==> src/rtl/core/circular_queue_with_address_search_core_macros.svh <==
// Assertion macros shared by the queue core.
// In synthesis builds every macro expands to nothing.
`ifndef CIRCULAR_QUEUE_WITH_ADDRESS_SEARCH_CORE_MACROS_SVH
`define CIRCULAR_QUEUE_WITH_ADDRESS_SEARCH_CORE_MACROS_SVH

`ifndef SYNTHESIS

// A property that must hold at every clock edge outside reset.
`define CQAS_ASSERT(name, clk, rst_n, prop, msg) \
  name: assert property (@(posedge clk) disable iff (!rst_n) (prop)) else $error(msg);

// A consequence that must hold in the same cycle as its cause.
`define CQAS_ASSERT_IMPL(name, clk, rst_n, ante, cons, msg) \
  name: assert property (@(posedge clk) disable iff (!rst_n) (ante) |-> (cons)) \
    else $error(msg);

// A consequence that must hold in the cycle after its cause.
`define CQAS_ASSERT_NEXT(name, clk, rst_n, ante, cons, msg) \
  name: assert property (@(posedge clk) disable iff (!rst_n) (ante) |=> (cons)) \
    else $error(msg);

`else

`define CQAS_ASSERT(name, clk, rst_n, prop, msg)
`define CQAS_ASSERT_IMPL(name, clk, rst_n, ante, cons, msg)
`define CQAS_ASSERT_NEXT(name, clk, rst_n, ante, cons, msg)

`endif

`endif

==> src/rtl/core/cqas_pkg.sv <==
`timescale 1ns / 1ps
`default_nettype none

package cqas_pkg;

  // Field widths of the request and response beats.
  localparam int OP_W     = 2;
  localparam int ADDR_W   = 64;
  localparam int THR_W    = 2;
  localparam int IDX_W    = 5;
  localparam int STAT_W   = 2;
  localparam int CNT_O_W  = 6;

  // Operation codes.
  localparam logic [OP_W-1:0] OP_SEARCH = 2'd0;
  localparam logic [OP_W-1:0] OP_ADD    = 2'd1;
  localparam logic [OP_W-1:0] OP_REMOVE = 2'd2;

  // Status codes.
  localparam logic [STAT_W-1:0] STAT_OK    = 2'd0;
  localparam logic [STAT_W-1:0] STAT_FULL  = 2'd1;
  localparam logic [STAT_W-1:0] STAT_EMPTY = 2'd2;

  // Configuration register indexes.
  localparam logic REG_MATCH_FULL    = 1'b0;
  localparam logic REG_IGNORE_THREAD = 1'b1;

  // Controller states.
  typedef enum logic {
    ST_IDLE,
    ST_SCAN
  } state_t;

  // One stored queue entry.
  typedef struct packed {
    logic [ADDR_W-1:0] line_address;
    logic [ADDR_W-1:0] byte_address;
    logic [THR_W-1:0]  thread_id;
  } slot_t;

endpackage

`default_nettype wire

==> src/rtl/core/cqas_if.sv <==
`timescale 1ns / 1ps
`default_nettype none

// Request channel: one operation per beat.
interface cqas_req_if
  import cqas_pkg::*;
();
  logic              valid;
  logic              ready;
  logic [OP_W-1:0]   op;
  logic [ADDR_W-1:0] line_address;
  logic [ADDR_W-1:0] byte_address;
  logic [THR_W-1:0]  thread_id;

  modport source (output valid, op, line_address, byte_address, thread_id, input ready);
  modport sink   (input valid, op, line_address, byte_address, thread_id, output ready);
endinterface

// Response channel: one result per beat.
interface cqas_rsp_if
  import cqas_pkg::*;
();
  logic               valid;
  logic               ready;
  logic               hit;
  logic [IDX_W-1:0]   hit_index;
  logic [STAT_W-1:0]  status;
  logic [CNT_O_W-1:0] count;

  modport source (output valid, hit, hit_index, status, count, input ready);
  modport sink   (input valid, hit, hit_index, status, count, output ready);
endinterface

`default_nettype wire

==> src/rtl/core/circular_queue_with_address_search_core.sv <==
// Add, remove and unused op codes: the response beat is registered on acceptance.
// Search: reads one entry per cycle from the single memory read port, head to tail;
// the block takes no new request until the search result is registered, one item at a time.
// Reset (rst_n low, synchronous): clears head, tail, occupancy, config and the controller.
// Entry memory is not cleared; only occupied slots are ever read, so no clearing pass.
`timescale 1ns / 1ps
`default_nettype none

`include "circular_queue_with_address_search_core_macros.svh"

module circular_queue_with_address_search_core
  import cqas_pkg::*;
#(
  parameter int DEPTH       = 32,
  parameter int THREAD_BITS = 2
) (
  input  wire logic   clk,
  input  wire logic   rst_n,
  cqas_req_if.sink    in_ch,
  cqas_rsp_if.source  out_ch,
  input  wire logic   cfg_we,
  input  wire logic   cfg_index,
  input  wire logic   cfg_data
);

  localparam int PTR_W = (DEPTH > 1) ? $clog2(DEPTH) : 1;
  localparam int CNT_W = $clog2(DEPTH + 1);
  localparam logic [PTR_W-1:0] PTR_LAST = PTR_W'(DEPTH - 1);
  localparam logic [CNT_W-1:0] CNT_FULL = CNT_W'(DEPTH);
  localparam logic [THR_W-1:0] THR_MASK = THR_W'((1 << THREAD_BITS) - 1);

  // Control state.
  state_t             state_r, state_nxt;
  logic [PTR_W-1:0]   head_r, head_nxt;
  logic [PTR_W-1:0]   tail_r, tail_nxt;
  logic [CNT_W-1:0]   cnt_r, cnt_nxt;
  logic [PTR_W-1:0]   scan_ptr_r, scan_ptr_nxt;
  logic [CNT_W-1:0]   scan_n_r, scan_n_nxt;
  logic               rd_pend_r, rd_pend_nxt;
  logic               out_valid_r, out_valid_nxt;
  logic               match_full_r;
  logic               ignore_thr_r;

  // Payload registers.
  logic [PTR_W-1:0]   rd_idx_r, rd_idx_nxt;
  logic [ADDR_W-1:0]  key_line_r;
  logic [ADDR_W-1:0]  key_byte_r;
  logic [THR_W-1:0]   key_thr_r;
  logic               hit_r, hit_nxt;
  logic [IDX_W-1:0]   hit_index_r, hit_index_nxt;
  logic [STAT_W-1:0]  status_r, status_nxt;
  logic [CNT_O_W-1:0] count_r, count_nxt;

  // Entry memory.
  slot_t              mem [DEPTH];
  slot_t              rd_data_r;
  logic               mem_we;
  logic               rd_en;

  logic               accept;
  logic               out_free;
  logic               addr_eq;
  logic               thr_eq;
  logic               found;
  logic               exhausted;

  function automatic logic [PTR_W-1:0] ring_next(input logic [PTR_W-1:0] p);
    return (p == PTR_LAST) ? '0 : p + PTR_W'(1);
  endfunction

  assign out_free     = !out_valid_r || out_ch.ready;
  assign in_ch.ready  = (state_r == ST_IDLE) && out_free;
  assign accept       = in_ch.valid && in_ch.ready;

  assign out_ch.valid     = out_valid_r;
  assign out_ch.hit       = hit_r;
  assign out_ch.hit_index = hit_index_r;
  assign out_ch.status    = status_r;
  assign out_ch.count     = count_r;

  // Compare of the entry read in the previous cycle against the search key.
  assign addr_eq   = match_full_r ? (rd_data_r.byte_address == key_byte_r)
                                  : (rd_data_r.line_address == key_line_r);
  assign thr_eq    = ((rd_data_r.thread_id ^ key_thr_r) & THR_MASK) == '0;
  assign found     = rd_pend_r && addr_eq && (thr_eq || ignore_thr_r);
  assign exhausted = !rd_pend_r && (scan_n_r == cnt_r);

  // Next state and outputs.
  always_comb begin
    state_nxt     = state_r;
    head_nxt      = head_r;
    tail_nxt      = tail_r;
    cnt_nxt       = cnt_r;
    scan_ptr_nxt  = scan_ptr_r;
    scan_n_nxt    = scan_n_r;
    rd_pend_nxt   = rd_pend_r;
    rd_idx_nxt    = rd_idx_r;
    out_valid_nxt = out_valid_r && !out_ch.ready;
    hit_nxt       = hit_r;
    hit_index_nxt = hit_index_r;
    status_nxt    = status_r;
    count_nxt     = count_r;
    mem_we        = 1'b0;
    rd_en         = 1'b0;

    unique case (state_r)
      ST_IDLE: begin
        if (accept) begin
          hit_nxt       = 1'b0;
          hit_index_nxt = '0;
          status_nxt    = STAT_OK;
          count_nxt     = CNT_O_W'(cnt_r);
          out_valid_nxt = 1'b1;
          unique case (in_ch.op)
            OP_SEARCH: begin
              out_valid_nxt = out_valid_r && !out_ch.ready;
              state_nxt     = ST_SCAN;
              scan_ptr_nxt  = head_r;
              scan_n_nxt    = '0;
              rd_pend_nxt   = 1'b0;
            end
            OP_ADD: begin
              if (cnt_r == CNT_FULL) begin
                status_nxt = STAT_FULL;
              end else begin
                mem_we    = 1'b1;
                tail_nxt  = ring_next(tail_r);
                cnt_nxt   = cnt_r + CNT_W'(1);
                count_nxt = CNT_O_W'(cnt_r + CNT_W'(1));
              end
            end
            OP_REMOVE: begin
              if (cnt_r == '0) begin
                status_nxt = STAT_EMPTY;
              end else begin
                head_nxt  = ring_next(head_r);
                cnt_nxt   = cnt_r - CNT_W'(1);
                count_nxt = CNT_O_W'(cnt_r - CNT_W'(1));
              end
            end
            default: begin
              // Unused code: the beat only reports the occupancy.
            end
          endcase
        end
      end
      ST_SCAN: begin
        if (found || exhausted) begin
          // Hold the scan until the response register can take the result.
          if (out_free) begin
            out_valid_nxt = 1'b1;
            hit_nxt       = found;
            hit_index_nxt = found ? IDX_W'(rd_idx_r) : '0;
            status_nxt    = STAT_OK;
            count_nxt     = CNT_O_W'(cnt_r);
            rd_pend_nxt   = 1'b0;
            state_nxt     = ST_IDLE;
          end
        end else if (scan_n_r != cnt_r) begin
          rd_en        = 1'b1;
          rd_pend_nxt  = 1'b1;
          rd_idx_nxt   = scan_ptr_r;
          scan_ptr_nxt = ring_next(scan_ptr_r);
          scan_n_nxt   = scan_n_r + CNT_W'(1);
        end else begin
          rd_pend_nxt = 1'b0;
        end
      end
      default: begin
        state_nxt = ST_IDLE;
      end
    endcase
  end

  // Control registers.
  always_ff @(posedge clk) begin
    if (!rst_n) begin
      state_r      <= ST_IDLE;
      head_r       <= '0;
      tail_r       <= '0;
      cnt_r        <= '0;
      scan_ptr_r   <= '0;
      scan_n_r     <= '0;
      rd_pend_r    <= 1'b0;
      out_valid_r  <= 1'b0;
      match_full_r <= 1'b0;
      ignore_thr_r <= 1'b0;
    end else begin
      state_r     <= state_nxt;
      head_r      <= head_nxt;
      tail_r      <= tail_nxt;
      cnt_r       <= cnt_nxt;
      scan_ptr_r  <= scan_ptr_nxt;
      scan_n_r    <= scan_n_nxt;
      rd_pend_r   <= rd_pend_nxt;
      out_valid_r <= out_valid_nxt;
      if (cfg_we) begin
        unique case (cfg_index)
          REG_MATCH_FULL:    match_full_r <= cfg_data;
          REG_IGNORE_THREAD: ignore_thr_r <= cfg_data;
          default:           ;
        endcase
      end
    end
  end

  // Payload registers and the search key.
  always_ff @(posedge clk) begin
    rd_idx_r    <= rd_idx_nxt;
    hit_r       <= hit_nxt;
    hit_index_r <= hit_index_nxt;
    status_r    <= status_nxt;
    count_r     <= count_nxt;
    if (accept) begin
      key_line_r <= in_ch.line_address;
      key_byte_r <= in_ch.byte_address;
      key_thr_r  <= in_ch.thread_id;
    end
  end

  // Entry memory: one write port at the tail, one registered read port for the scan.
  always_ff @(posedge clk) begin
    if (mem_we) begin
      mem[tail_r] <= '{line_address: in_ch.line_address,
                       byte_address: in_ch.byte_address,
                       thread_id:    in_ch.thread_id};
    end
    if (rd_en) begin
      rd_data_r <= mem[scan_ptr_r];
    end
  end

  // Checks on the queue bookkeeping and the scan.
  `CQAS_ASSERT(a_cnt_bound, clk, rst_n, cnt_r <= CNT_FULL, "occupancy above depth")
  `CQAS_ASSERT_IMPL(a_scan_bound, clk, rst_n, state_r == ST_SCAN, scan_n_r <= cnt_r,
                    "scan read more entries than are occupied")
  `CQAS_ASSERT_NEXT(a_scan_frozen, clk, rst_n, state_r == ST_SCAN,
                    $stable(cnt_r) && $stable(head_r) && $stable(tail_r),
                    "queue pointers moved during a search")
  `CQAS_ASSERT_IMPL(a_hit_status, clk, rst_n, out_valid_r && hit_r,
                    status_r == STAT_OK && count_r != '0,
                    "hit reported with bad status or empty queue")

endmodule

`default_nettype wire

==> src/flat_wrapper.sv <==
// flat-port wrapper written by rule: the top's interface ports become plain ports
module circular_queue_with_address_search_core_flat import cqas_pkg::*;
#(
  parameter int DEPTH       = 32,
  parameter int THREAD_BITS = 2
)
  (clk, rst_n, cfg_we, cfg_index, cfg_data, in_ch_valid, in_ch_op, in_ch_line_address, in_ch_byte_address, in_ch_thread_id, in_ch_ready, out_ch_valid, out_ch_hit, out_ch_hit_index, out_ch_status, out_ch_count, out_ch_ready);
  cqas_req_if in_ch_i ();
  cqas_rsp_if out_ch_i ();
  input  wire logic clk;
  input  wire logic rst_n;
  input  wire logic cfg_we;
  input  wire logic cfg_index;
  input  wire logic cfg_data;
  input wire logic [$bits(in_ch_i.valid)-1:0] in_ch_valid;
  input wire logic [$bits(in_ch_i.op)-1:0] in_ch_op;
  input wire logic [$bits(in_ch_i.line_address)-1:0] in_ch_line_address;
  input wire logic [$bits(in_ch_i.byte_address)-1:0] in_ch_byte_address;
  input wire logic [$bits(in_ch_i.thread_id)-1:0] in_ch_thread_id;
  output wire logic [$bits(in_ch_i.ready)-1:0] in_ch_ready;
  output wire logic [$bits(out_ch_i.valid)-1:0] out_ch_valid;
  output wire logic [$bits(out_ch_i.hit)-1:0] out_ch_hit;
  output wire logic [$bits(out_ch_i.hit_index)-1:0] out_ch_hit_index;
  output wire logic [$bits(out_ch_i.status)-1:0] out_ch_status;
  output wire logic [$bits(out_ch_i.count)-1:0] out_ch_count;
  input wire logic [$bits(out_ch_i.ready)-1:0] out_ch_ready;
  assign in_ch_i.valid = in_ch_valid;
  assign in_ch_i.op = in_ch_op;
  assign in_ch_i.line_address = in_ch_line_address;
  assign in_ch_i.byte_address = in_ch_byte_address;
  assign in_ch_i.thread_id = in_ch_thread_id;
  assign in_ch_ready = in_ch_i.ready;
  assign out_ch_valid = out_ch_i.valid;
  assign out_ch_hit = out_ch_i.hit;
  assign out_ch_hit_index = out_ch_i.hit_index;
  assign out_ch_status = out_ch_i.status;
  assign out_ch_count = out_ch_i.count;
  assign out_ch_i.ready = out_ch_ready;
  circular_queue_with_address_search_core #(.DEPTH(DEPTH), .THREAD_BITS(THREAD_BITS)) u_core (.clk(clk), .rst_n(rst_n), .in_ch(in_ch_i), .out_ch(out_ch_i), .cfg_we(cfg_we), .cfg_index(cfg_index), .cfg_data(cfg_data));
endmodule
==> config.mk <==
export PLATFORM = sky130hd
export DESIGN_NAME = circular_queue_with_address_search_core_flat
export DESIGN_NICKNAME = d
export VERILOG_FILES = /design/src/rtl/core/cqas_pkg.sv /design/src/rtl/core/cqas_if.sv /design/src/rtl/core/circular_queue_with_address_search_core.sv /design/src/flat_wrapper.sv
export VERILOG_INCLUDE_DIRS = /design/src /design/src/rtl/core
export SDC_FILE = /design/constraint.sdc
export NUM_CORES = 2
export LEC_CHECK = 0
export BUFFER_PORTS_ARGS = -buffer_cell sky130_fd_sc_hd__buf_2
export CAP_MARGIN = 20
export CORE_MARGIN = 2
export CORE_UTILIZATION = 35
export CTS_CLUSTER_SIZE = 16
export DETAILED_ROUTE_END_ITERATION = 8
export GPL_TIMING_DRIVEN = 0
export SYNTH_ARGS = -nofsm -noshare
export SYNTH_HDL_FRONTEND = slang
export SYNTH_MEMORY_MAX_BITS = 65536
export SYNTH_SLANG_ARGS = --single-unit
==> constraint.sdc <==
create_clock -name clk -period 12.35 [get_ports clk]
set_input_delay 0.6175 -clock clk [delete_from_list [all_inputs] [get_ports clk]]
set_output_delay 0.6175 -clock clk [all_outputs]
set_load 0.005 [all_outputs]
# Word level (Yosys, flattened, before mapping)
# Memory sizes are Yosys's and may differ from the RTL's. A register that Yosys moved wholly into a read port is not among the register bits.
# Cells that the tools add are included.
[classes]
n_addsub = 6
mul = 0
div = 0
n_lt_le_gt_ge = 0
n_eq_ne = 17
n_shift = 0
muxes = 61
bitwise = 6
n_reduce_logical = 24
[op_table]
columns = ["cell", "n"]
rows = [
  ["$eq A64 B64 Y1", 2],
  ["$mux W5", 11],
  ["$mux W6", 9],
  ["$pmux W6 S2", 3],
  ["$mux W1", 26],
  ["$pmux W5 S2", 2],
  ["$add A5 B1 Y5 const B", 3],
  ["$eq A5 B5 Y1 const B", 3],
  ["$add A6 B1 Y6 const B", 2],
  ["$reduce_and A4 Y1", 3],
  ["$ne A2 B2 Y1 const B", 5],
  ["$reduce_and A3 Y1", 3],
  ["$mux W2", 4],
  ["$pmux W1 S2", 4],
  ["$pmux W2 S2", 2],
  ["$eq A6 B6 Y1", 1],
  ["$eq A6 B6 Y1 const B", 1],
  ["$logic_and A1 B1 Y1", 6],
  ["$logic_not A6 Y1", 1],
  ["$ne A6 B6 Y1", 1],
  ["$reduce_and A2 Y1", 3],
  ["$sub A6 B1 Y6 const B", 1],
  ["$not A1 Y1", 5],
  ["$logic_not A2 Y1", 2],
  ["7 further kinds", 11],
]
[word_totals]
register_bits = 181
latchBits = 0
ramBits = 4160
mem_bits_ro = 0
out_inout_bits = 16
word_cells = 133
mem_count = 1
[memory_table]
columns = ["memory", "depth", "width", "read_ports", "rd_clocked_by_memory_dff", "wr", "line", "source"]
rows = [
  ["u_core.mem", 32, 130, 1, 1, 1, "circular_queue_with_address_search_core.sv:55", "slot_t mem [DEPTH];"],
]

# Depth between registers and ports, before layout
[logic_depth]
ltp_word = 8
ltp_mapped = 9
ltp_nobuf = 9

# Worst setup path before layout
# No wires, ideal clock.
[synth_path]
kind = "input -> register"
startpoint = "in out_ch_ready"
endpoint = "mem u_core.mem[13][0] in the netlist's numbering (enable)"
arrival_time_ns = 10.898
required_ns = 11.729
slack_ns = 0.830
cell_stages = 7
n_path_buf = 1
path_cell_list = "nor2b_1 -> nor2_1 -> and2_1 -> clkbuf_1 -> nor2b_1 -> nand2_1 -> nor2_1"
[synth_via]
elab_chain_len = 7
[synth_lines]
columns = ["item", "line", "source"]
rows = [
  ["start, declared", "flat_wrapper.sv:26", "input wire logic [$bits(out_ch_i.ready)-1:0] out_ch_ready;"],
  ["$logic_or A1 B1 Y1", "circular_queue_with_address_search_core.sv:71", "assign out_free = !out_valid_r || out_ch.ready;"],
  ["$logic_and A1 B1 Y1", "circular_queue_with_address_search_core.sv:72", "assign in_ch.ready = (state_r == ST_IDLE) && out_free;"],
  ["via in_ch_ready", "flat_wrapper.sv:20", "output wire logic [$bits(in_ch_i.ready)-1:0] in_ch_ready;"],
  ["$logic_and A1 B1 Y1", "circular_queue_with_address_search_core.sv:73", "assign accept = in_ch.valid && in_ch.ready;"],
  ["via u_core.accept", "circular_queue_with_address_search_core.sv:60", "logic accept;"],
  ["$mux W1", "circular_queue_with_address_search_core.sv:108", "if (accept) begin"],
  ["$mux W1", "circular_queue_with_address_search_core.sv:106", "unique case (state_r)"],
  ["$mux W1", "circular_queue_with_address_search_core.sv:223", "if (mem_we) begin"],
  ["$mux W1 (implied by the code)", "circular_queue_with_address_search_core.sv:224", "mem[tail_r] <= '{line_address: in_ch.line_address,"],
  ["end, declared", "circular_queue_with_address_search_core.sv:55", ""],
]
# The timed path passes the listed nets, and every way through them passes these cells.

# Worst setup path after layout
[layout_path]
startpoint = "reg u_core.key_byte_r[53]"
endpoint = "reg, netlist name u_core.rd_data_r[57]"
[layout_via]
elab_chain_len = 7
[layout_lines]
columns = ["item", "line", "source"]
rows = [
  ["start, declared", "circular_queue_with_address_search_core.sv:47", "logic [ADDR_W-1:0] key_byte_r;"],
  ["start signal, assigned", "circular_queue_with_address_search_core.sv:216", "key_byte_r <= in_ch.byte_address;"],
  ["$eq A64 B64 Y1", "circular_queue_with_address_search_core.sv:82", "assign addr_eq = match_full_r ? (rd_data_r.byte_address == key_byte_r)"],
  ["$mux W1", "circular_queue_with_address_search_core.sv:82", ""],
  ["$logic_and A1 B1 Y1 (2 in a row)", "circular_queue_with_address_search_core.sv:85", "assign found = rd_pend_r && addr_eq && (thr_eq || ignore_thr_r);"],
  ["$logic_or A1 B1 Y1", "circular_queue_with_address_search_core.sv:148", "if (found || exhausted) begin"],
  ["$mux W1", "circular_queue_with_address_search_core.sv:148", ""],
  ["$mux W1", "circular_queue_with_address_search_core.sv:106", ""],
  ["via u_core.rd_en", "circular_queue_with_address_search_core.sv:58", "logic rd_en;"],
]
# The timed path passes the listed nets, and every way through them passes these cells.
# A chain may end at the register's enable or synchronous reset.

==> key figures <==
Synthesis
  • Top cells by area in the synthesized netlist: edfxtp_1 (79%), mux4_2 (17%), mux2_2 (0.88%)
  • Seq/Total Area, Yosys: 79.18%
  • Syn avg cell area: 25.32 um^2
  • Syn Std Cell Area: 169100 um^2
  • Biggest area consumer among synthesized cells: edfxtp_1
  • FFs w/ async S/R, synth: 0%
  • Post-synth EDFFs: 4439
  • Area share of the largest cell type after synthesis: 78.81%
  • Syn Nets: 6836
  • Yosys cell types: 53
  • Predominant post-synthesis flop cell: edfxtp_1
  • Seq cells post-synth: 4471
  • Synth Warn #: 0
  • Post-Synthesis Cells: 6681

STA
  • Min Tclk post-route: 5.055 ns
  • Worst Tran Pin Value: 1.244 ns
  • Pins Over Slew Limit: 0
  • Final setup TNS: 0 ns
  • Crit share post-route: 40.94%
  • Final worst clock skew: 0.03980 ns
  • Unrepaired setup endpoints after global routing: false
  • Final hold viol count: 0
  • Final setup violation count: 0
  • Rel. slew slack: 17.05%
  • Final worst setup slack: 7.295 ns
  • Fmax: 0.1978 GHz

Layout
  • Fillcell total: 41091
  • Final core utilization: 41.12%
  • Multi-input gate area: 34030 um^2
  • Share of cells above drive strength 1: 32.91%
  • Register Area: 133900 um^2
  • Area Overhead vs Synth: 17.11%
  • NumNets Final: 7739

Clock network
  • Worst-path clk slew: 0.06 ns
  • Number of CTS-inserted buffers: 433
  • Sink Count: 4471
  • Resized Gates After CTS: 0
  • # H-tree levels: 5
  • CTS max path bufs: 4
  • Root Buffer: clkbuf_16
  • Clock latency on the worst-skew pair: 0.97 ns
  • CTS tree: done

Global route
  • Gr usage total: 18.01%
  • First-pass GRT wire length: 623100 um
  • Overflow after GRT: 0
  • Initial antenna violation count: 92
  • Vias in the first global route: 78966
  • Largest net degree at the start of global routing: 73

Floorplanning
  • Die X: 699.2 um
  • Initial core utilization: 35.11%
  • Io pins: 155
  • Die area: 488900 um^2
  • Die H: 699.2 um
  • Row cnt: 255
  • Core ar.: 481800 um^2

Place
  • Pre-CTS worst setup slack: 7.290 ns
  • DP HPWL: 297000 um
  • RD Place Congestion: 0.7772
  • Port bufs: 154

Power and ir drop
  • Pleak: 0.05877 uW
  • Worst-case vdd ir drop: 0.1438 mV
  • Power Dens Cells: 153.0 nW/um^2

Setup path
  • R2r setup slk: 7.29 ns
  • Max stage delay on crit path: 0.80 ns
  • Crit path top cell by count: nand4_1
  • Crit path capture type: register
  • Worst setup SP type: register
  • Critical-path cell list: xnor2_1 -> nand4_1 -> nor4_1 -> nand4_1 -> o221ai_2 -> buf_2 -> nand2b_1 -> inv_8 -> buf_16
  • Worst Path Required: 12.91 ns
  • Crit Path Category: register to register
  • CP max FO: 72
  • Worst EP arrival: 5.61 ns
  • Critical-path top delay cell: o221ai_2

Job
  • MaxCap Viol Count: 0

Worst hold path
  • Tightest Hold Check Type: primary input to register

Drt
  • Initial DRT Pass Iterations: 6
  • Vias per Instance: 5.447
  • Detail Route Antenna Nets: 0
  • Via count: 78456
  • Drt drc: 0
  • DRT iter0 DRCs: 10323
  • Routed WL per cell: 31.20 um
  • Post-Route WL: 449400 um

Outcome
  • Status: finished, final reports clean
## worst paths after layout
check	from	end	cells after the start
worst max register to register	u_core.key_byte_r[53]$_DFFE_PP_	u_core.rd_data_r[57]$_DFFE_PP_	9
worst min register to register	u_core.scan_ptr_r[2]$_SDFFE_PN0P_	u_core.rd_idx_r[2]$_DFFE_PP_	0
worst max-delay path	u_core.key_byte_r[53]$_DFFE_PP_	u_core.rd_data_r[57]$_DFFE_PP_	9
worst min-delay path	cfg_we	u_core.match_full_r$_SDFFE_PN0P_	4
## routing by layer
| metal | GRT usage (%) | vias up | routed length, um |
|---|---|---|---|
| met5 | 0 | - | 161 |
| met4 | 5.359 | 26 | 13870 |
| met3 | 3.339 | 785 | 37810 |
| met2 | 30.23 | 3916 | 223100 |
| met1 | 23.96 | 42752 | 174400 |
| li1 | - | 30977 | - |
## cell usage after synthesis, types with 3 or more instances
cell type and instances:
nor3_1 7, a21oi_1 24, o211ai_1 4, buf_1 52
a21boi_1 3, and3_1 10, nor2b_1 5, xnor2_1 100
buf_2 58, edfxtp_1 4439, nor2_1 51, clkbuf_1 197
nor4_1 16, buf_6 6, mux2i_1 9, o31ai_1 4
mux4_2 1300, nand2_1 38, or3_1 4, mux2_2 132
nand3b_1 3, inv_1 12, and2_1 4, o22ai_1 5
or4_1 6, nand2b_1 6, o21ai_0 5, o21ai_1 11
ha_1 16, a31oi_1 4, nand3_1 13, xor2_1 40
dfxtp_1 32, buf_4 10, nand4_1 30
## power breakdown
part | switching, uW | leakage, uW | internal [uW]
clock | 5610 | 0.00661 | 7180
combinational | 488 | 0.0119 | 234
sequential | 28.2 | 0.0403 | 16800
total | 6120 | 0.0588 | 24200
## registers in the layout (all words and copies together) (netlist names), 2 cells and up
name	flops
u_core.rd_data_r	130
u_core.key_line_r	64
u_core.head_r	5
u_core.out_ch.hit_index	5
u_core.rd_idx_r	5
u_core.key_thr_r	2
u_core.tail_r	5
u_core.mem	4160
u_core.scan_n_r	6
u_core.cnt_r	6
u_core.scan_ptr_r	5
u_core.out_ch.count	6
u_core.key_byte_r	64
u_core.out_ch.status	2
## area by class of cell
cell class | count | area share (%)
buffer | 324 | 0.7068
antenna | 40 | 0.05053
timing repair buffer | 468 | 3.516
multi-input combinational | 1871 | 17.18
clock inverter | 258 | 1.118
sequential | 4471 | 67.62
inverter | 15 | 0.03221
tap | 6425 | 4.058
clock buffer | 531 | 5.725
## per-stage QoR
stage	hold slack (ns)	std cells	instance area (um^2)	power [uW]
CTS	0.05825	14344	197700	30520
global route	0.1251	14372	198000	31150
global placement	0.4244	13260	178000	17800
floorplan	0.4064	6681	169100	17420
finish	0.1178	14403	198100	30300
detailed placement	0.4226	13549	184100	17830
## critical path, delay by kind of cell, from the launching register on
family / cells / cell delay (ns)
xor+xnor: 1 / 0.55
buf+inv: 3 / 0.89
compound gates: 1 / 0.80
flops: 1 / 0.38
simple gates: 4 / 1.78
## cell usage in the layout, fill, tap and decap left out, types with 51 or more instances in the layout
cell type,Yosys,layout
clkbuf_16,0,439
clkinv_2,0,72
buf_2,58,214
buf_1,52,51
clkbuf_1,197,269
mux2_2,132,132
buf_8,0,55
clkinv_1,1,112
mux4_2,1300,1300
edfxtp_1,4439,4439
buf_12,0,204
xnor2_1,100,100
## kinds of logic (layout without fill, tap and decap cells)
logic type / count (synthesis) / in the layout / share of synthesized area [%]
muxes: 1442 / 1442 / 18.25
other: 0 / 40 / 0
buffers and inverters: 339 / 1596 / 0.8447
adders and majority gates: 16 / 16 / 0.1184
xor gates and xnor gates: 140 / 140 / 0.7249
and+or+nand+nor: 200 / 200 / 0.6103
AOI/OAI and AO/OA: 73 / 73 / 0.2693
DFF: 4471 / 4471 / 79.18
## what timing repair did
action / in CTS / in global routing
hold endpoints to repair: 5 / 0
hold buffers: 6 / 0
buffers inserted: 0 / 0
(Power assumes the default switching activity.)
